$ cat src/hw/rtl/ctoa_div.sv
// restoring divider, one quotient bit per stage
// in_hi must be below in_den for the quotient to fit in QW bits
module ctoa_div #(
   parameter int DW = 16,
   parameter int QW = 16,
   parameter int SW = 1
) (
   input  logic          clock,
   input  logic          reset,
   input  logic          enable,
   input  logic          in_valid,
   input  logic [DW-1:0] in_hi,
   input  logic [QW-1:0] in_lo,
   input  logic [DW-1:0] in_den,
   input  logic [SW-1:0] in_side,
   output logic          out_valid,
   output logic [QW-1:0] out_quo,
   output logic [SW-1:0] out_side
);

   logic          valid_ff [QW];
   logic [DW-1:0] rem_ff   [QW];
   logic [QW-1:0] quo_ff   [QW];
   logic [DW-1:0] den_ff   [QW];
   logic [SW-1:0] side_ff  [QW];

   genvar i;
   for (i = 0; i < QW; i++) begin : g_stage
      logic          v_src;
      logic [DW-1:0] rem_src;
      logic [QW-1:0] quo_src;
      logic [DW-1:0] den_src;
      logic [SW-1:0] side_src;
      logic [DW:0]   trial;
      logic [DW:0]   diff;
      logic [DW-1:0] rem_in;
      logic [QW-1:0] quo_in;

      if (i == 0) begin : g_first
         assign v_src    = in_valid;
         assign rem_src  = in_hi;
         assign quo_src  = in_lo;
         assign den_src  = in_den;
         assign side_src = in_side;
      end else begin : g_next
         assign v_src    = valid_ff[i-1];
         assign rem_src  = rem_ff[i-1];
         assign quo_src  = quo_ff[i-1];
         assign den_src  = den_ff[i-1];
         assign side_src = side_ff[i-1];
      end

      assign trial  = {rem_src, quo_src[QW-1]};
      assign diff   = trial - {1'b0, den_src};
      assign rem_in = diff[DW] ? trial[DW-1:0] : diff[DW-1:0];
      assign quo_in = {quo_src[QW-2:0], ~diff[DW]};

      always_ff @(posedge clock) begin
         if (reset) begin
            valid_ff[i] <= 1'b0;
         end else if (enable) begin
            valid_ff[i] <= v_src;
         end
      end

      always_ff @(posedge clock) begin
         if (enable) begin
            rem_ff[i]  <= rem_in;
            quo_ff[i]  <= quo_in;
            den_ff[i]  <= den_src;
            side_ff[i] <= side_src;
         end
      end
   end

   assign out_valid = valid_ff[QW-1];
   assign out_quo   = quo_ff[QW-1];
   assign out_side  = side_ff[QW-1];

endmodule

$ cat src/hw/rtl/ctoa_alpha_lane.sv
module ctoa_alpha_lane #(
   parameter int W  = 16,
   parameter int TW = 1
) (
   input  logic          clock,
   input  logic          reset,
   input  logic          enable,
   input  logic          in_valid,
   input  logic [W-1:0]  pix_in,
   input  logic [W-1:0]  key,
   input  logic [W-1:0]  clear_limit,
   input  logic [W-1:0]  opaque_limit,
   input  logic [TW-1:0] tag_in,
   output logic          out_valid,
   output logic [W-1:0]  alpha,
   output logic [W-1:0]  distance,
   output logic [W-1:0]  pix_out,
   output logic [TW-1:0] tag_out
);

   localparam logic [W-1:0] FULL = '1;
   localparam int SW = 2 + 2*W + TW;

   logic [W-1:0]   d;
   logic           clr;
   logic           opq;
   logic [W-1:0]   lim;
   logic [W-1:0]   den;
   logic [W-1:0]   dt;
   logic [2*W-1:0] dt_ext;
   logic [2*W-1:0] num;
   logic [SW-1:0]  side_in;
   logic [SW-1:0]  side_out;
   logic [W-1:0]   quo;
   logic           clr_q;
   logic           opq_q;

   always_comb begin
      d   = (pix_in >= key) ? pix_in - key : key - pix_in;
      clr = d <= clear_limit;
      opq = d >= opaque_limit;
      if (pix_in < key) begin
         lim = (opaque_limit < key) ? opaque_limit : key;
      end else begin
         lim = (opaque_limit < FULL - key) ? opaque_limit : FULL - key;
      end
      den    = lim - clear_limit;
      dt     = d - clear_limit;
      dt_ext = {{W{1'b0}}, dt};
      // times full scale is a shift and a subtract
      num    = (dt_ext << W) - dt_ext + {{W{1'b0}}, 1'b0, den[W-1:1]};
   end

   assign side_in = {clr, opq, d, pix_in, tag_in};

   ctoa_div #(.DW(W), .QW(W), .SW(SW)) u_div (
      .clock    (clock),
      .reset    (reset),
      .enable   (enable),
      .in_valid (in_valid),
      .in_hi    (num[2*W-1:W]),
      .in_lo    (num[W-1:0]),
      .in_den   (den),
      .in_side  (side_in),
      .out_valid(out_valid),
      .out_quo  (quo),
      .out_side (side_out)
   );

   assign {clr_q, opq_q, distance, pix_out, tag_out} = side_out;
   assign alpha = clr_q ? '0 : (opq_q ? FULL : quo);

endmodule

$ cat config.mk
export PLATFORM = sky130hd
export DESIGN_NAME = ctoa_alpha_lane
export DESIGN_NICKNAME = d
export VERILOG_FILES = /design/src/hw/rtl/ctoa_div.sv /design/src/hw/rtl/ctoa_alpha_lane.sv
export SDC_FILE = /design/constraint.sdc
export NUM_CORES = 2
export LEC_CHECK = 0
export ABC_CLOCK_PERIOD_IN_PS = 24900
export BUFFER_PORTS_ARGS = -buffer_cell sky130_fd_sc_hd__buf_2
export CAP_MARGIN = 20
export CORE_MARGIN = 5
export CORE_UTILIZATION = 65
export DETAILED_ROUTE_END_ITERATION = 7
export PLACE_DENSITY = 0.82
export SYNTH_ARGS = -nofsm -noshare
export SYNTH_HDL_FRONTEND = slang
export SYNTH_HIERARCHICAL = 1
export SYNTH_SLANG_ARGS = --single-unit
$ cat constraint.sdc
create_clock -name clock -period 24.9 [get_ports clock]
set_clock_uncertainty 0.15 [all_clocks]
set_input_delay 1.245 -clock clock [delete_from_list [all_inputs] [get_ports clock]]
set_output_delay 1.245 -clock clock [all_outputs]
set_load 0.05 [all_outputs]
==> impl_metrics.json <==
{
  "powerDensity_nw_per_um2": 135,
  "crit_path_start_kind": "input pin",
  "synth_cells": 4330,
  "die_y_um": 317,
  "coreArea_um2": 93300,
  "final_nets": 4996,
  "grt_pass1_wl_um": 206000,
  "tritoncts": "built",
  "clock_path_buffers": 3,
  "vias": 35900,
  "synthFlopType": "edfxtp_1",
  "crit_family": "compound AO/OA/AOI/OAI gates",
  "fin_crit_ns": 11.03,
  "slew_violations": 0,
  "cp.required_ns": 25.22,
  "grt_pass1_vias": 37200,
  "path_buf_inv": 5,
  "area_growth_pct": 10.4,
  "use_met1_pct": 30.1,
  "crit_path_frequent_cell": "nor2_1",
  "dp_hpwl_um": 78800,
  "synth_edf_count": 1312,
  "arrival_ns": 11.35,
  "boundaryPins": 119,
  "antennaDiodeCount": 0,
  "synth_seq_cells": 1312,
  "slowest_stage": "a2111oi_0",
  "postCtsSetupBuffers": 0,
  "met3_usage_pct": 3.83,
  "globalRouteOverflowTotal": 0,
  "path_class": "in -> reg",
  "stdcell_count": 5888,
  "vdd_drop_max_uv": 224,
  "drt-initial-drc-count": 3335,
  "cts_root_buf": "clkbuf_16",
  "cts_sinks": 1312,
  "routed_wl_um": 131000,
  "yosysSeqAreaShare_pct": 64.4,
  "cts_buffers": 134,
  "fill_cells": 5625,
  "rows": 112,
  "postRouteAntennaNets": 0,
  "grt_busiest_layer": "met2",
  "wl_per_cell_um": 22.3,
  "clk_pin_slew_ns": 0.06,
  "fin_util_pct": 72.4,
  "syn_avg_cell_area_um2": 14.1,
  "drc_errors": 0,
  "synth.distinct_cells": 100,
  "tightest_slew_ns": 1.13,
  "dp_cells": 5642,
  "path_max_fanout": 15,
  "post_route_cells_drive_above_1_share_pct": 13.4,
  "async_reset_ff_share_pct": 0,
  "synth_nets": 4796,
  "max_stage_delay_ns": 0.72,
  "die_area_um2": 100000,
  "tns_ns": 0,
  "rsz0062_at_grt": "no",
  "clk_latency_ns": 0.75,
  "slew-limit-headroom_pct": 24.7,
  "post-route-period-util_pct": 44.3,
  "p_leak_uw": 0.0264,
  "hold_buffers": 0,
  "max_cap_viol_count": 0,
  "port_buffers": 118,
  "met2_usage_pct": 49.3,
  "fmax_mhz": 90.6,
  "hold_violations": 0,
  "antenna_found_initial": 1,
  "drtPass1Iterations": 8,
  "track_usage_pct": 26.3,
  "synth_area_um2": 61200,
  "setup_violations": 0,
  "die-width_um": 317,
  "yosys_warnings": 6,
  "grt_max_degree": 181,
  "place.gp.congestion": 0.898,
  "cts_max_level": 4,
  "post_cts_resized": 0,
  "status": "finished, final reports clean",
  "crit_path_end_kind": "flip-flop",
  "via_per_inst": 6.10,
  "min_path_type": "reg -> reg",
  "start_util_pct": 65.6
}
## worst reg2reg max path: cells and delay by family, from the launching register on
kind,cells,cell delay [ns]
multiplexers,1,0.44
AND/OR/NAND/NOR,2,0.29
XOR/XNOR,1,0.93
flip-flops,1,0.49
AO/OA/AOI/OAI,4,1.36
adder cells (fa/ha/maj),2,0.83
## area by class of cell
class / instances / area, um2 / share of cell area (%)
inverter: 438 / 1640 / 2.43
clock inverter: 80 / 880 / 1.30
clock buffer: 160 / 3450 / 5.11
multi-input combinational: 2500 / 19800 / 29.2
timing repair buffer: 144 / 871 / 1.29
tap: 1254 / 1570 / 2.32
sequential: 1312 / 39400 / 58.3
## kinds of logic after synthesis
group                    synth area share (%)
AO/OA/AOI/OAI                            9.09
XOR/XNOR                                 3.66
adder cells (fa/ha/maj)                  8.36
buffers and inverters                    3.35
flip-flops                               64.4
multiplexers                             4.81
AND/OR/NAND/NOR                          6.35
## sequential cells by signal (all words and copies together) (netlist names)
name and cells:
u_div/side_ff 560, u_div/valid_ff 16, u_div/rem_ff 240, u_div/den_ff 240, u_div/quo_ff 256
## cells in the final DEF, fill, tap and decap left out, types with 134 or more instances in the layout
| cell | count |
|---|---|
| a21oi_1 | 206 |
| clkbuf_16 | 134 |
| edfxtp_1 | 1312 |
| ha_1 | 377 |
| inv_1 | 435 |
| mux2_2 | 197 |
| nand2_1 | 142 |
| nor2_1 | 246 |
| o21ai_0 | 143 |
| xnor2_1 | 161 |
## cells in the mapped netlist (41+ instances only)
cell	count	share of area, %
a211oi_1	49	0.60
nor2_1	246	1.5
edfxtp_1	1312	64
nor3_1	67	0.55
nand2_1	142	0.87
ha_1	377	7.7
mux2i_1	61	1.0
xnor2_1	162	2.3
o21a_1	48	0.59
o21ai_0	143	1.2
a21oi_1	207	1.7
nand4_1	41	0.42
nor2b_1	68	0.70
a21o_1	100	1.2
xor2_1	57	0.82
mux2_2	197	3.6
inv_1	435	2.7
clkbuf_1	48	0.29
nand3_1	56	0.46
## stage by stage
step	power, uW	setup slack [ns]	hold slack, ns	cell area (um2)
floorplan	6100	14.79	0.250	61200
global placement	6770	13.49	0.250	63100
detailed placement	6910	13.33	0.255	63200
CTS	9060	14.07	0.247	67500
global route	9590	13.32	0.260	67600
finish	9100	13.87	0.247	67600
## report_power, final
| part | leakage (uW) | internal [uW] | total (uW) | switching, uW |
|---|---|---|---|---|
| registers | 0.0129 | 3070 | 3290 | 216 |
| clock network | 0.00211 | 1120 | 1990 | 873 |
| logic | 0.0115 | 1710 | 3820 | 2110 |
## final timing paths
kind	slack (ns)	endpoint	depth (start not counted)	start
max	13.87	u_div/rem_ff[0][4]	39	key[1]
min	0.25	u_div/side_ff[1][207]	0	u_div/side_ff[1][172]
max reg2reg	20.16	u_div/rem_ff[4][22]	10	u_div/den_ff[1][0]
min reg2reg	0.25	u_div/side_ff[1][207]	0	u_div/side_ff[1][172]
## metal layers
metal | routed length (um) | up-vias
li1 | - | 16500
met1 | 47800 | 17500
met2 | 70800 | 1521
met3 | 6640 | 414
met4 | 6000 | 0
met5 | 0 | -
Note: power is estimated with default switching activity, not from simulation.
