## config.mk

```make
export PLATFORM = sky130hd
export DESIGN_NAME = ctoa_unblend_lane
export DESIGN_NICKNAME = d
export VERILOG_FILES = /design/src/hw/rtl/ctoa_div.sv /design/src/hw/rtl/ctoa_unblend_lane.sv
export SDC_FILE = /design/constraint.sdc
export NUM_CORES = 2
export LEC_CHECK = 0
export BUFFER_PORTS_ARGS = -buffer_cell sky130_fd_sc_hd__buf_2
export CORE_AREA = 2 2 548 550
export CTS_BUF_LIST = sky130_fd_sc_hd__clkbuf_4
export DETAILED_ROUTE_END_ITERATION = 8
export DIE_AREA = 0 0 550 552
export SLEW_MARGIN = 20
export SYNTH_ARGS = -nofsm -noshare
export SYNTH_HDL_FRONTEND = slang
export SYNTH_HIERARCHICAL = 1
export SYNTH_SLANG_ARGS = --single-unit
```

## constraint.sdc

```tcl
create_clock -name clock -period 9.9 [get_ports clock]
set_input_delay 0.99 -clock clock [delete_from_list [all_inputs] [get_ports clock]]
set_output_delay 0.99 -clock clock [all_outputs]
set_load 0.005 [all_outputs]
```

## src/hw/rtl/ctoa_div.sv

```systemverilog
// restoring divider, one quotient bit per stage
// in_hi must be below in_den for the quotient to fit in QW bits
module ctoa_div #(
   parameter int DW = 16,
   parameter int QW = 16,
   parameter int SW = 1
) (
   input  logic          clock,
   input  logic          reset,
   input  logic          enable,
   input  logic          in_valid,
   input  logic [DW-1:0] in_hi,
   input  logic [QW-1:0] in_lo,
   input  logic [DW-1:0] in_den,
   input  logic [SW-1:0] in_side,
   output logic          out_valid,
   output logic [QW-1:0] out_quo,
   output logic [SW-1:0] out_side
);

   logic          valid_ff [QW];
   logic [DW-1:0] rem_ff   [QW];
   logic [QW-1:0] quo_ff   [QW];
   logic [DW-1:0] den_ff   [QW];
   logic [SW-1:0] side_ff  [QW];

   genvar i;
   for (i = 0; i < QW; i++) begin : g_stage
      logic          v_src;
      logic [DW-1:0] rem_src;
      logic [QW-1:0] quo_src;
      logic [DW-1:0] den_src;
      logic [SW-1:0] side_src;
      logic [DW:0]   trial;
      logic [DW:0]   diff;
      logic [DW-1:0] rem_in;
      logic [QW-1:0] quo_in;

      if (i == 0) begin : g_first
         assign v_src    = in_valid;
         assign rem_src  = in_hi;
         assign quo_src  = in_lo;
         assign den_src  = in_den;
         assign side_src = in_side;
      end else begin : g_next
         assign v_src    = valid_ff[i-1];
         assign rem_src  = rem_ff[i-1];
         assign quo_src  = quo_ff[i-1];
         assign den_src  = den_ff[i-1];
         assign side_src = side_ff[i-1];
      end

      assign trial  = {rem_src, quo_src[QW-1]};
      assign diff   = trial - {1'b0, den_src};
      assign rem_in = diff[DW] ? trial[DW-1:0] : diff[DW-1:0];
      assign quo_in = {quo_src[QW-2:0], ~diff[DW]};

      always_ff @(posedge clock) begin
         if (reset) begin
            valid_ff[i] <= 1'b0;
         end else if (enable) begin
            valid_ff[i] <= v_src;
         end
      end

      always_ff @(posedge clock) begin
         if (enable) begin
            rem_ff[i]  <= rem_in;
            quo_ff[i]  <= quo_in;
            den_ff[i]  <= den_src;
            side_ff[i] <= side_src;
         end
      end
   end

   assign out_valid = valid_ff[QW-1];
   assign out_quo   = quo_ff[QW-1];
   assign out_side  = side_ff[QW-1];

endmodule

```

## src/hw/rtl/ctoa_unblend_lane.sv

```systemverilog
module ctoa_unblend_lane #(
   parameter int W  = 16,
   parameter int TW = 1
) (
   input  logic          clock,
   input  logic          reset,
   input  logic          enable,
   input  logic          in_valid,
   input  logic [W-1:0]  pix_in,
   input  logic [W-1:0]  key,
   input  logic [W-1:0]  clear_limit,
   input  logic [W-1:0]  distance,
   input  logic [W-1:0]  alpha,
   input  logic          active,
   input  logic [TW-1:0] tag_in,
   output logic          out_valid,
   output logic [W-1:0]  res,
   output logic [TW-1:0] tag_out
);

   localparam logic [W-1:0] FULL = '1;
   localparam int SW1 = 2*W + 2 + TW;
   localparam int SW2 = 2*W + 3 + TW;

   // stage 0: offset from key times clear limit
   logic [W-1:0]   mag;
   logic           valid0_ff;
   logic [2*W-1:0] prod_ff, prod_in;
   logic [W-1:0]   pix0_ff;
   logic           ge0_ff;
   logic [W-1:0]   dist0_ff;
   logic [W-1:0]   alpha0_ff;
   logic           active0_ff;
   logic [TW-1:0]  tag0_ff;

   assign mag     = (pix_in >= key) ? pix_in - key : key - pix_in;
   assign prod_in = mag * clear_limit;

   always_ff @(posedge clock) begin
      if (reset) begin
         valid0_ff <= 1'b0;
      end else if (enable) begin
         valid0_ff <= in_valid;
      end
   end

   always_ff @(posedge clock) begin
      if (enable) begin
         prod_ff    <= prod_in;
         pix0_ff    <= pix_in;
         ge0_ff     <= pix_in >= key;
         dist0_ff   <= distance;
         alpha0_ff  <= alpha;
         active0_ff <= active;
         tag0_ff    <= tag_in;
      end
   end

   // rounded scale of the offset by clear limit over distance
   logic [2*W-1:0] num1;
   logic [SW1-1:0] side1_in, side1_out;
   logic           valid1;
   logic [W-1:0]   q1;
   logic [W-1:0]   pix1;
   logic           ge1;
   logic [W-1:0]   alpha1;
   logic           active1;
   logic [TW-1:0]  tag1;

   assign num1     = prod_ff + {{W{1'b0}}, 1'b0, dist0_ff[W-1:1]};
   assign side1_in = {pix0_ff, ge0_ff, alpha0_ff, active0_ff, tag0_ff};

   ctoa_div #(.DW(W), .QW(W), .SW(SW1)) u_div_mix (
      .clock    (clock),
      .reset    (reset),
      .enable   (enable),
      .in_valid (valid0_ff),
      .in_hi    (num1[2*W-1:W]),
      .in_lo    (num1[W-1:0]),
      .in_den   (dist0_ff),
      .in_side  (side1_in),
      .out_valid(valid1),
      .out_quo  (q1),
      .out_side (side1_out)
   );

   assign {pix1, ge1, alpha1, active1, tag1} = side1_out;

   // stage 1: base color and distance to it
   logic [W-1:0]  base_in;
   logic          valid2_ff;
   logic [W-1:0]  base_ff;
   logic          xge_ff;
   logic [W-1:0]  span_ff;
   logic [W-1:0]  pix2_ff;
   logic [W-1:0]  alpha2_ff;
   logic          active2_ff;
   logic [TW-1:0] tag2_ff;

   assign base_in = ge1 ? key + q1 : key - q1;

   always_ff @(posedge clock) begin
      if (reset) begin
         valid2_ff <= 1'b0;
      end else if (enable) begin
         valid2_ff <= valid1;
      end
   end

   always_ff @(posedge clock) begin
      if (enable) begin
         base_ff    <= base_in;
         xge_ff     <= pix1 >= base_in;
         span_ff    <= (pix1 >= base_in) ? pix1 - base_in : base_in - pix1;
         pix2_ff    <= pix1;
         alpha2_ff  <= alpha1;
         active2_ff <= active1;
         tag2_ff    <= tag1;
      end
   end

   // divide by alpha, overflow past full scale caught up front
   logic [2*W-1:0] span_ext;
   logic [2*W-1:0] num2;
   logic           sat_in;
   logic [SW2-1:0] side2_in, side2_out;
   logic [W-1:0]   q2;
   logic [W-1:0]   base3;
   logic           xge3;
   logic           sat3;
   logic [W-1:0]   pix3;
   logic           active3;

   assign span_ext = {{W{1'b0}}, span_ff};
   assign num2     = (span_ext << W) - span_ext + {{W{1'b0}}, 1'b0, alpha2_ff[W-1:1]};
   assign sat_in   = num2[2*W-1:W] >= alpha2_ff;
   assign side2_in = {base_ff, xge_ff, sat_in, pix2_ff, active2_ff, tag2_ff};

   ctoa_div #(.DW(W), .QW(W), .SW(SW2)) u_div_alpha (
      .clock    (clock),
      .reset    (reset),
      .enable   (enable),
      .in_valid (valid2_ff),
      .in_hi    (num2[2*W-1:W]),
      .in_lo    (num2[W-1:0]),
      .in_den   (alpha2_ff),
      .in_side  (side2_in),
      .out_valid(out_valid),
      .out_quo  (q2),
      .out_side (side2_out)
   );

   assign {base3, xge3, sat3, pix3, active3, tag_out} = side2_out;

   always_comb begin
      if (!active3) begin
         res = pix3;
      end else if (xge3) begin
         res = (sat3 || q2 > FULL - base3) ? FULL : base3 + q2;
      end else begin
         res = (sat3 || q2 > base3) ? '0 : base3 - q2;
      end
   end

endmodule
```

==> impl_metrics.csv <==
group,metric,value,unit
clocking,cts.sinks,2792,
power,comb_power_share,0.506,
clocking,ctsRootBufferMaster,"clkbuf_4",
timing,hold_viol,0,
timing,fin_crit,9.132,ns
logic_synthesis,synth-edff-count,2790,
logic_synthesis,synth_nets,10660,
floorplan,die_x,550,um
power,ir_drop,0.9876,mV
final_layout,drive_gt1_frac,0.1626,
final_layout,syn_to_final_growth,11.19,%
final_layout,multiInputGateArea,45150,um^2
power,p_int,33.92,mW
final_layout,final_common_cell,"edfxtp_1",
timing,rsz0062_at_grt,"no",
drt,drc,0,
global_route,grt_max_degree,191,
floorplan,coreArea,298300,um^2
logic_synthesis,yosysSeqAreaShare,0.6274,
global_route,grt_pass1_vias,79130,
run_status,status,"finished, final reports clean",
setup_path,cp-end-kind,"flop",
drt,vias,76290,
logic_synthesis,yosys_warnings,6,
global_route,grt_pass1_wl,425900,um
timing,max_freq,109.5,MHz
final_layout,nets,11440,
global_route,grt_use_total,0.1747,
logic_synthesis,synthAdderAreaFrac,0.1071,
timing,finalWorstSetupSlack,0.7683,ns
hold_path,holdPathEnd,"alpha2_ff[15]$_DFFE_PP_",
drt,wirelength,266700,um
setup_path,critPathMaxFanout,7,
logic_synthesis,syn_avg_cell_area,13.97,um^2
placed_design,dp.cells,13510,
drt,dr.pass1.iters,6,
hold_path,hold_path_depth,0,
logic_synthesis,synthFlopType,"edfxtp_1",
drt,viasPerCell,5.155,
logic_synthesis,netlist_area,133600,um^2
logic_synthesis,ys_async_sr_fraction,0,
timing,clock_skew,0.1738,ns
setup_path,critPathKind,"input pin to flop",
power,swShare,0.3848,
logic_synthesis,synth_compound_area_frac,0.08728,
clocking,cts.repair.resized,0,
power,power_leakage,58.69,nW
floorplan,start_util,0.4479,
power,pwr_density_cell,371.1,nW/um^2
setup_path,worst_path_most_repeated_cell,"fa_1",
timing,maxSlewViolCount,0,
floorplan,die_h,552,um
placed_design,portBuffers,103,
final_layout,n_fill_cell,25710,
logic_synthesis,postSynthCellCount,9566,
clocking,path_clk_slew,0.07,ns
clocking,htreeDepth,6,
logic_synthesis,muxShareOfSynthArea,0.04199,
clocking,cts_buffers,718,
logic_synthesis,synth.top_cell.area_share,0.6271,
power,pwr-share-clk,0.170,
final_layout,final_cells,14800,
drt,final_antenna_net_count,0,
setup_path,reg2reg_to,"span_ff[7]$_DFFE_PP_",
setup_path,cp.required,10.97,ns
timing,worst_pin_slew,1.209,ns
logic_synthesis,synthXorXnorAreaFrac,0.03048,
setup_path,rr_worst_depth,21,
drt,drt-initial-drc-count,4714,
floorplan,io_pins,104,
floorplan,rows,201,
placed_design,dpl.hpwl,187300,um
setup_path,cp-start-kind,"input pin",
power,p_switching,21.21,mW
clocking,clk_latency,1.49,ns
setup_path,worstPathArrival,10.20,ns
timing,finalSetupViolCount,0,
final_layout,final_cell_mix,"edfxtp_1 (2790), inv_1 (1021), clkbuf_4 (980), ha_1 (771), a21oi_1 (500)",
logic_synthesis,synth_top_family_by_area,"adder cells",
timing,period_share,0.9224,
logic_synthesis,ys_ff_latch,2792,
setup_path,cp_slowest_stage_delay,0.85,ns
clocking,cts_tree,"built",
logic_synthesis,synth_cell_type_count,121,
timing,max_slew_margin,0.1942,
placed_design,dp_slack,-0.1957,ns
logic_synthesis,synth_area_leaders,"edfxtp_1 (63%), ha_1 (7.2%), fa_1 (3.5%)",
setup_path,slowest_stage,"xnor2_1",
hold_path,min_path_type,"flop to flop",
logic_synthesis,synth-simple-area-share,0.07022,
final_layout,seqCellArea,83820,um^2
power,seqPwrFrac,0.324,
global_route,grt-ovfl-total,0,
clocking,clockBufferDepth,4,
setup_path,rrSetupSlack,2.03,ns
hold_path,hold_start,"u_div_mix/side_ff[1][262]$_DFFE_PP_",
floorplan,dieArea,303600,um^2
logic_synthesis,yosysTopAreaCell,"edfxtp_1",
setup_path,r2r-start,"u_div_mix/quo_ff[15][0]$_DFFE_PP_",
flow_run,cap_violations,0,
placed_design,gp_congestion,0.8637,
drt,wl_per_cell,18.02,um
global_route,antenna_found_initial,15,
[what timing repair did]
action / 4_1_cts / 5_1_grt
endpoints found under the hold margin: 133 / 0
hold buffers: 73 / 0
buffers inserted: 0 / 0
[critical path, delay by kind of cell]
kind	cells	cell delay (ns)
fa+ha+maj	9	3.98
compound gates	12	2.80
simple gates	1	0.19
buf+inv	8	1.16
xor+xnor	2	0.93
mux	1	0.13
[state kept, by name, indices dropped and copies added (netlist names), 32 cells and up]
signal and count:
u_div_mix/quo_ff 256, u_div_mix/den_ff 240, u_div_alpha/side_ff 576, u_div_alpha/den_ff 240, u_div_mix/rem_ff 240, prod_ff 32, u_div_alpha/quo_ff 256, u_div_alpha/rem_ff 240
u_div_mix/side_ff 560
[cell usage after synthesis (38+ instances only)]
library cell  number
o31a_1            48
nand2_1          427
fa_1             233
o21a_1           150
nor2b_1          152
mux2_2           336
and2_1           154
mux2_4            46
nor3_1           121
a211oi_1          57
xor2_1           140
nand4_1           48
mux2i_1          100
a31oi_1           77
o21bai_1          38
a21o_1           178
nand3_1          106
and3_1            47
nor2_1           468
edfxtp_1        2790
o21ai_0          281
inv_1           1021
clkbuf_1         124
o211ai_1          47
xnor2_1          312
a21oi_1          500
buf_2             39
nand2b_1         144
ha_1             771
[per-stage QoR]
stage	hold WS (ns)	total power, mW	util	TNS [ns]	area, um^2
final	0.2595	55.13	0.4980	0	148600
after global routing	0.06292	59.83	0.4979	0	148500
after detailed placement	0.4045	45.93	0.4660	-0.3530	139000
after floorplan	0.4003	38.70	-	0	133600
after global placement	0.4001	45.52	0.4660	-0.004992	139000
after CTS	0.0003731	55.86	0.4977	0	148400
[routing by layer]
metal	GRT usage	wire (um)
met5	0	34
met4	0.06210	7482
met3	0.03095	11630
met2	0.2884	128000
met1	0.2314	119600
[how the worst max path moves through the flow]
stage / slack [ns] / end / start
final: 0.77 / prod_ff[31]$_DFFE_PP_ / pix_in[0]
after global routing: 0.44 / prod_ff[31]$_DFFE_PP_ / pix_in[0]
after CTS: 0.86 / prod_ff[31]$_DFFE_PP_ / pix_in[0]
after detailed placement: -0.20 / prod_ff[31]$_DFFE_PP_ / pix_in[0]
after global placement: -0.005 / prod_ff[31]$_DFFE_PP_ / pix_in[0]
after floorplan: 1.34 / prod_ff[24]$_DFFE_PP_ / pix_in[0]
[final cells by class]
class / instances / area share
flip-flops and latches: 2792 / 0.5643
diodes: 18 / 0.0003032
clock inverters: 212 / 0.009105
multi-input cells: 5561 / 0.3039
well taps: 3958 / 0.03334
inverters: 1022 / 0.02582
clock buffers: 980 / 0.04953
repair buffers: 256 / 0.01370
[power by group through the flow]
stage | sequential [mW] | clock (mW) | combinational [mW]
final | 17.8 | 9.39 | 27.9
after global routing | 18.1 | 10.5 | 31.3
after CTS | 17.9 | 9.88 | 28.1
after detailed placement | 18.1 | 0 | 27.8
after global placement | 18.1 | 0 | 27.4
after floorplan | 17.5 | 0 | 21.2
[kinds of logic (layout without fill, tap and decap cells)]
family | after synthesis | after routing
AOI/OAI and AO/OA | 1741 | 1741
other | 0 | 18
DFF | 2792 | 2792
muxes | 494 | 494
xor gates and xnor gates | 459 | 459
adders and majority gates | 1004 | 1004
and+or+nand+nor | 1863 | 1863
buffers and inverters | 1213 | 2470
(Power assumes the default switching activity.)
